### config.mk
export PLATFORM = sky130hd
export DESIGN_NAME = w4a8_dot_product_accumulate_core
export DESIGN_NICKNAME = d
export VERILOG_FILES = /design/src/rtl/w4a8dp_pkg.sv /design/src/rtl/w4a8dp_lane_sum.sv /design/src/rtl/w4a8_dot_product_accumulate_core.sv
export SDC_FILE = /design/constraint.sdc
export NUM_CORES = 1
export LEC_CHECK = 0
export BUFFER_PORTS_ARGS = -buffer_cell sky130_fd_sc_hd__clkbuf_2
export CAP_MARGIN = 20
export CORE_UTILIZATION = 52
export CTS_BUF_LIST = sky130_fd_sc_hd__clkbuf_4 sky130_fd_sc_hd__clkbuf_8
export CTS_CLUSTER_DIAMETER = 40
export DETAILED_ROUTE_END_ITERATION = 10
export PLACE_DENSITY = 0.81
export SLEW_MARGIN = 5
export SYNTH_ARGS = -nofsm -noshare
export SYNTH_HDL_FRONTEND = slang
export SYNTH_SLANG_ARGS = --single-unit
### constraint.sdc
create_clock -name i_clk -period 16 [get_ports i_clk]
set_clock_uncertainty 0.15 [all_clocks]
set_input_delay 1.6 -clock i_clk [delete_from_list [all_inputs] [get_ports i_clk]]
set_output_delay 1.6 -clock i_clk [all_outputs]
set_load 0.005 [all_outputs]
### src/rtl/w4a8dp_pkg.sv
// Shared types and constants for the int8 x int4 dot-product accumulator.
`default_nettype none

package w4a8dp_pkg;

    localparam int LANES      = 8;   // lanes that take part (1 to 8)
    localparam int ACT_FIELDS = 8;   // activation fields carried by one transaction
    localparam int USED_LANES = (LANES < ACT_FIELDS) ? LANES : ACT_FIELDS;

    localparam int ACT_W  = 8;
    localparam int NIB_W  = 4;
    localparam int WORD_W = 32;
    localparam int ACC_W  = 32;
    localparam int PROD_W = ACT_W + NIB_W;
    localparam int SUM_W  = PROD_W + 3;  // room for eight lane products

    localparam int IN_DATA_W  = ACT_FIELDS * ACT_W + WORD_W + ACC_W;
    localparam int OUT_DATA_W = ACC_W;

    // Operands of one chunk as held in the input register
    typedef struct packed {
        logic [ACC_W-1:0]                  partial;
        logic [WORD_W-1:0]                 weight_word;
        logic [ACT_FIELDS-1:0][ACT_W-1:0]  act;
        logic                              first;
        logic                              last;
    } t_item;

endpackage

`default_nettype wire

### src/rtl/w4a8dp_lane_sum.sv
// Lane multipliers and adder tree: sum of int8 activations times signed nibbles.
`default_nettype none

module w4a8dp_lane_sum
    import w4a8dp_pkg::*;
(
    input  wire t_item                    i_item,
    output logic signed [SUM_W-1:0]       o_lane_sum
);

    logic signed [PROD_W-1:0] w_prod [USED_LANES];

    always_comb begin
        for (int j = 0; j < USED_LANES; j++) begin
            w_prod[j] = $signed(i_item.act[j]) *
                        $signed(i_item.weight_word[NIB_W*j +: NIB_W]);
        end
    end

    always_comb begin
        o_lane_sum = '0;
        for (int j = 0; j < USED_LANES; j++) begin
            o_lane_sum = o_lane_sum + SUM_W'(w_prod[j]);
        end
    end

endmodule

`default_nettype wire

### src/rtl/w4a8_dot_product_accumulate_core.sv
// Top level: int8 x int4 dot-product accumulator with stream ports.
//
//  channel   dir  payload                                          when
//  s_axis    in   tdata act0..act7, weight_word, partial_in;       every chunk
//                 tuser first; tlast last
//  m_axis    out  tdata dot_sum                                    chunk with last
//
//  One chunk per cycle sustained unless a chunk carrying last waits on a
//  stalled output; a result goes through the input register, then lane
//  products, adder tree and the 32-bit accumulate into the result register.
//  Synchronous active-low reset clears both valid flags and the accumulator.
//  A stalled output only holds back a chunk that carries last; other chunks
//  keep flowing into the accumulator.
`default_nettype none

module w4a8_dot_product_accumulate_core
    import w4a8dp_pkg::*;
(
    input  wire                   i_clk,
    input  wire                   i_rst_n,

    input  wire                   s_axis_tvalid,
    output logic                  s_axis_tready,
    // act0..act7 [63:0], weight_word [95:64], partial_in [127:96]
    input  wire  [IN_DATA_W-1:0]  s_axis_tdata,
    // first
    input  wire                   s_axis_tuser,
    input  wire                   s_axis_tlast,

    output logic                  m_axis_tvalid,
    input  wire                   m_axis_tready,
    // dot_sum [31:0]
    output logic [OUT_DATA_W-1:0] m_axis_tdata
);

    t_item                   r_item;
    logic                    r_item_valid;
    logic [ACC_W-1:0]        r_acc;
    logic [ACC_W-1:0]        r_out;
    logic                    r_out_valid;

    logic signed [SUM_W-1:0] w_lane_sum;
    logic [ACC_W-1:0]        n_acc;
    logic                    w_out_free;
    logic                    w_item_go;
    logic                    w_in_take;

    w4a8dp_lane_sum u_lane_sum (
        .i_item     (r_item),
        .o_lane_sum (w_lane_sum)
    );

    assign w_out_free    = !r_out_valid || m_axis_tready;
    assign w_item_go     = r_item_valid && (!r_item.last || w_out_free);
    assign s_axis_tready = !r_item_valid || w_item_go;
    assign w_in_take     = s_axis_tvalid && s_axis_tready;

    always_comb begin
        n_acc = (r_item.first ? r_item.partial : r_acc) + ACC_W'(w_lane_sum);
    end

    // input register
    always_ff @(posedge i_clk) begin
        if (!i_rst_n) begin
            r_item_valid <= 1'b0;
        end else if (s_axis_tready) begin
            r_item_valid <= s_axis_tvalid;
        end
        if (w_in_take) begin
            r_item.act         <= s_axis_tdata[ACT_FIELDS*ACT_W-1:0];
            r_item.weight_word <= s_axis_tdata[ACT_FIELDS*ACT_W +: WORD_W];
            r_item.partial     <= s_axis_tdata[ACT_FIELDS*ACT_W+WORD_W +: ACC_W];
            r_item.first       <= s_axis_tuser;
            r_item.last        <= s_axis_tlast;
        end
    end

    // accumulator and result register
    always_ff @(posedge i_clk) begin
        if (!i_rst_n) begin
            r_acc       <= '0;
            r_out_valid <= 1'b0;
        end else begin
            if (w_item_go) begin
                r_acc <= n_acc;
            end
            if (w_item_go && r_item.last) begin
                r_out_valid <= 1'b1;
            end else if (m_axis_tready) begin
                r_out_valid <= 1'b0;
            end
        end
        if (w_item_go && r_item.last) begin
            r_out <= n_acc;
        end
    end

    assign m_axis_tvalid = r_out_valid;
    assign m_axis_tdata  = r_out;

    // a closing chunk leaves its sum both in the accumulator and on the output
    a_result_matches_acc: assert property (@(posedge i_clk) disable iff (!i_rst_n)
        w_item_go && r_item.last |=> m_axis_tvalid && (m_axis_tdata == r_acc))
        else $error("result differs from accumulator");

    a_acc_only_on_chunk: assert property (@(posedge i_clk) disable iff (!i_rst_n)
        !w_item_go |=> $stable(r_acc))
        else $error("accumulator changed without a chunk");

    a_ready_when_empty: assert property (@(posedge i_clk) disable iff (!i_rst_n)
        !r_item_valid |-> s_axis_tready)
        else $error("input stalled with empty input register");

    a_nonlast_never_blocked: assert property (@(posedge i_clk) disable iff (!i_rst_n)
        r_item_valid && !r_item.last |-> s_axis_tready)
        else $error("non-closing chunk held back");

endmodule

`default_nettype wire
==> metrics, run 1 <==
status=finished, final reports clean; synthesized area per cell=11.2 um^2; wire per inst=17.2 um; # nets final=2400; Worst Setup SP=r_item[77]; die area=36800 um^2; Root Buffer Master=clkbuf_8; Crit. End Element=flip-flop; Post-DP Area=20100 um^2; reg-to-reg startpoint=r_item[77]; clock transition at the registers of the reported paths=0.11 ns; Via density=5.15; number of port buffers=167; period utilisation layout=85.3%; filler cell count=2931; final antenna-violating net count=0; commonest non-fill, non-tap cell in the layout=inv_1; Startpoint Class=flip-flop; Core Area=35500 um^2; CP Data Arrival Time=13.92 ns; EDFF count, synth=162; hold slack=0.318 ns; post_cts resized=0; layout cells sized above 1=13.4%; Design Area, Final=20500 um^2; Worst slew margin=28.2%; crit-path most repeated cell=fa_1; Crit-path slowest cell=fa_1; post-synthesis cell count=1671; crit path kind=reg -> reg; CTS buffer count=17; CTS Sinks=196; Max Fclk=0.0733 GHz; Initial Util=52.8%; Via Count=11900; Top delay family on crit path=adder cells; crit path buf inv count=11; final slew viol count=0; antenna violations before repair=1; Yosys cell types=62; MaxCap Viol Count=0; CTS tree=yes; detailed placement HPWL=33200 um; Worst-Skew Late Latency=0.53 ns; DRC marker count from the first detailed-route iteration=713; Die H=192 um; slowest stage delay, CP=0.55 ns; CTS Hold Bufs=0; #FFs+latches synth=196; ys async rst share=0%; postcts setup bufs=0; CP Max Fanout=34; clock buffer depth=2; Mapped Area=18700 um^2; vias in the first global route=13000; Hold Crit Class=reg -> reg; Synthesis Warnings=0; syn nets=2229; register area share after synthesis=29.6%; first drt pass iteration count=7; crit path time final=13.64 ns; IO Pins=168; final hold vios=0; Critical Path RT=16.28 ns; area grow syn2layout=9.35%; Die Width=192 um; setup TNS=0 ns; Hold Crit Start=r_acc[28]; Tot GR Track Use=23.7%; DRC violations left=0; most frequent cells in the layout=inv_1, fa_1, clkbuf_2; drt total wl=39900 um; RSZ-0062 raised after global routing=no; first-pass GRT wire length=66200 um; GRT Residual Overflow=0; Primary FF master, synth=edfxtp_1; GPL Wtd Cong=0.897; H-tree depth=4; pin count of the biggest net entering global routing=80; final setup fails=0; worst slew pin tran=1.07 ns; standard-cell rows=69
==> metrics by stage <==
step	setup WS [ns]	std cells	utilization (%)
floorplan	2.72	1671	-
global placement	2.60	2284	56.6
detailed placement	2.39	2284	56.6
CTS	2.36	2316	57.8
global route	1.49	2317	57.8
finish	2.36	2317	57.8
==> state kept, by name, summed over array words and instances, names as in the netlist <==
signal         flops
r_item           130
m_axis_tdata      32
r_acc             32
m_axis_tvalid      1
r_item_valid       1
==> worst reg2reg max path, delay by kind of cell, from the launching register on <==
family | cells | cell delay (ns)
AOI/OAI and AO/OA | 18 | 3.75
xor gates and xnor gates | 2 | 0.29
adders and majority gates | 17 | 7.40
buffers and inverters | 11 | 1.04
DFF | 1 | 0.46
and+or+nand+nor | 4 | 0.49
==> cell type report <==
cell class | count | area, um^2 | area share (%)
sequential | 196 | 5550 | 27.0
timing repair buffer | 173 | 881 | 4.30
tap | 461 | 577 | 2.81
clock buffer | 20 | 263 | 1.28
inverter | 354 | 1330 | 6.48
antenna | 1 | 2.50 | 0.0122
multi-input combinational | 1100 | 11800 | 57.4
clock inverter | 12 | 143 | 0.696
==> kinds of logic (layout without fill, tap and decap cells) <==
family	Yosys count	count (layout)	synth area share, %
AOI/OAI and AO/OA	157	157	5.75
xor gates and xnor gates	75	75	3.62
adders and majority gates	425	425	40.3
buffers and inverters	375	559	7.77
DFF	196	196	29.6
muxes	41	41	2.36
other	0	1	0
and+or+nand+nor	402	402	10.6
==> synth_stat cells (12+ instances only) <==
master / n / area (um^2)
xor2_1: 16 / 140
ha_1: 125 / 1560
o21ai_0: 22 / 110
nor2b_1: 24 / 150
nand2b_1: 40 / 250
and2_1: 92 / 576
edfxtp_1: 162 / 4860
fa_1: 299 / 5990
a21o_1: 12 / 90.1
nand2_1: 159 / 597
a21boi_0: 21 / 158
dfxtp_1: 34 / 681
xnor2_1: 57 / 499
nor2_1: 54 / 203
a21oi_1: 48 / 240
mux2i_1: 16 / 160
inv_1: 354 / 1330
o21bai_1: 14 / 105
mux2_2: 25 / 282
clkbuf_1: 12 / 45.0
==> worst paths after layout <==
check	endpoint	slack (ns)	cells after the start
min	r_acc[28]	0.32	2
max	r_acc[31]	2.36	52
max reg2reg	r_acc[31]	2.36	52
min reg2reg	r_acc[28]	0.32	2
==> per-layer routing <==
metal / share of wire, % / GRT usage, % / up-vias
met4: 1.8 / 6.81 / 0
met5: 0 / 0 / -
met1: 43 / 31.7 / 5937
met2: 49 / 39.9 / 373
met3: 6.1 / 3.84 / 39
li1: - / - / 5583
Power of run 1 is not shown: default switching activity piles up to over one toggle a cycle in this logic, so the estimate is an artifact.
==> run 2, diff against run 1 <==
CORE_UTILIZATION = 63   (was 52)
PLACE_DENSITY = 0.94   (was 0.81)
==> metrics, run 2 (synthesis results as in run 1) <==
Worst R2R Setup Slack=2.10 ns (-0.26 ns); DRC violations left=0 (unchanged); postcts setup bufs=0 (unchanged); CTS Sinks=196 (unchanged); # nets final=2400 (unchanged); WHS Path Cells=2 (unchanged); Crit-path slowest cell=fa_1; first drt pass iteration count=6 (-1); post_cts resized=0 (unchanged); R2R depth=52 (unchanged); worst slew pin tran=1.14 ns (+0.0614 ns); Startpoint Class=flip-flop; Initial Util=64.6% (+12 points); Tot GR Track Use=30.5% (+6.7 points); max FFs per register=130 (unchanged); commonest non-fill, non-tap cell in the layout=inv_1; Root Buffer Master=clkbuf_8; final setup fails=0 (unchanged); status=finished, final reports clean; wire per inst=19.2 um (+12%); clock transition at the registers of the reported paths=0.12 ns (about the same); Die Width=175 um (-9.1%); crit-path most repeated cell=fa_1; setup TNS=0 ns (unchanged); CTS buffer count=17 (unchanged); layout cells sized above 1=13.4% (unchanged); Max Fclk=0.0720 GHz (-1.8%); Largest Register=r_item; vias in the first global route=14100 (+8.2%); drt total wl=43000 um (+7.9%); slowest stage delay, CP=0.55 ns (about the same); clock buffer depth=2 (unchanged); crit path kind=reg -> reg; CP Data Arrival Time=14.20 ns (+0.28 ns); CP Max Fanout=34 (unchanged); pin count of the biggest net entering global routing=69 (-14%); standard-cell rows=62 (-10%); Hold Crit Class=reg -> reg; Core Area=29000 um^2 (-18%); CTS Hold Bufs=0 (unchanged); reg-to-reg startpoint=r_item[77]; crit path time final=13.90 ns (+0.256 ns); DRC marker count from the first detailed-route iteration=1039 (+46%); filler cell count=1931 (-34%); detailed placement HPWL=34300 um (+3.4%); antenna violations before repair=3 (+2); Critical Path RT=16.30 ns (+0.02 ns); Via Count=12700 (+6.1%); first-pass GRT wire length=70400 um (+6.4%); GRT Residual Overflow=0 (unchanged); final antenna-violating net count=0 (unchanged); Min-Delay Endpoint=r_acc[13]; GPL Wtd Cong=0.955 (+6.4%); final hold vios=0 (unchanged); area grow syn2layout=9.08%; MaxCap Viol Count=0 (unchanged); period utilisation layout=86.9% (+1.6 points); Worst-Skew Late Latency=0.54 ns (about the same); die area=30500 um^2 (-17%); H-tree depth=4 (unchanged); final slew viol count=0 (unchanged); RR Endpoint=r_acc[27]; IO Pins=168 (unchanged); Hold Crit Start=r_acc[13]; most frequent cells in the layout=inv_1, fa_1, clkbuf_2; Die H=175 um (-9.1%); Worst slew margin=24.1% (-4.1 points); number of port buffers=167 (unchanged); Crit. End Element=flip-flop; CTS tree=yes; Via density=5.65 (+9.6%); RSZ-0062 raised after global routing=no
## run 2: cell types whose count changed in the layout (fill, tap and decap cells not counted), moves of 2 or more
| cell | before | now |
|---|---|---|
| diode_2 | 1 | 3 |
| clkinv_8 | 2 | 4 |
| clkbuf_4 | 2 | 0 |
| clkinv_4 | 4 | 1 |
| inv_8 | 1 | 3 |
## run 2: how the worst max path moves through the flow
stage	startpoint	end	slack, ns	cells after the start
3_5_place_dp	r_item[77]	r_acc[31]	2.20	52
4_1_cts	r_item[77]	r_acc[31]	2.18	52
6_report	r_item[77]	r_acc[27]	2.10	52
2_1_floorplan	r_item[77]	r_acc[31]	2.72	53
3_3_place_gp	r_item[77]	r_acc[31]	2.70	52
5_1_grt	r_item[77]	r_acc[31]	1.44	52
## run 2: final cells by class
class	instances	area [um^2]	share of cell area, %
clock buffers	17	234	1.14
well taps	384	480	2.35
repair buffers	173	881	4.31
multi-input cells	1100	11800	57.5
clock inverters	15	213	1.04
inverters	354	1330	6.50
diodes	3	7.51	0.0367
flip-flops and latches	196	5550	27.1
## run 2: layer usage
layer / global-route usage [%] / wire [um] / vias up
met4: 16.7 / 2110 / 0
met5: 0 / 0 / -
li1: - / - / 5570
met3: 5.01 / 2730 / 154
met1: 35.6 / 15600 / 6331
met2: 53.7 / 22500 / 602
## run 2: through the flow
step                      std cells  worst slack (ns)  util, %  hold slack, ns  cell area [um^2]
after floorplan                1671              2.72        -           0.284             18700
after global placement         2207              2.70     68.9           0.296             20000
after detailed placement       2207              2.20     68.9           0.306             20000
after CTS                      2239              2.18     70.5           0.322             20400
after global routing           2242              1.44     70.5           0.354             20500
final                          2242              2.10     70.5           0.329             20500
## run 2: critical path: cells and delay by family (launching register included)
family          cells  cell delay (ns)
compound gates     15             3.36
xor+xnor            3             0.46
fa+ha+maj          17             7.43
buf+inv            11             1.08
flops               1             0.45
mux                 1             0.28
simple gates        5             0.62
Power of run 2 is left out for the same reason.
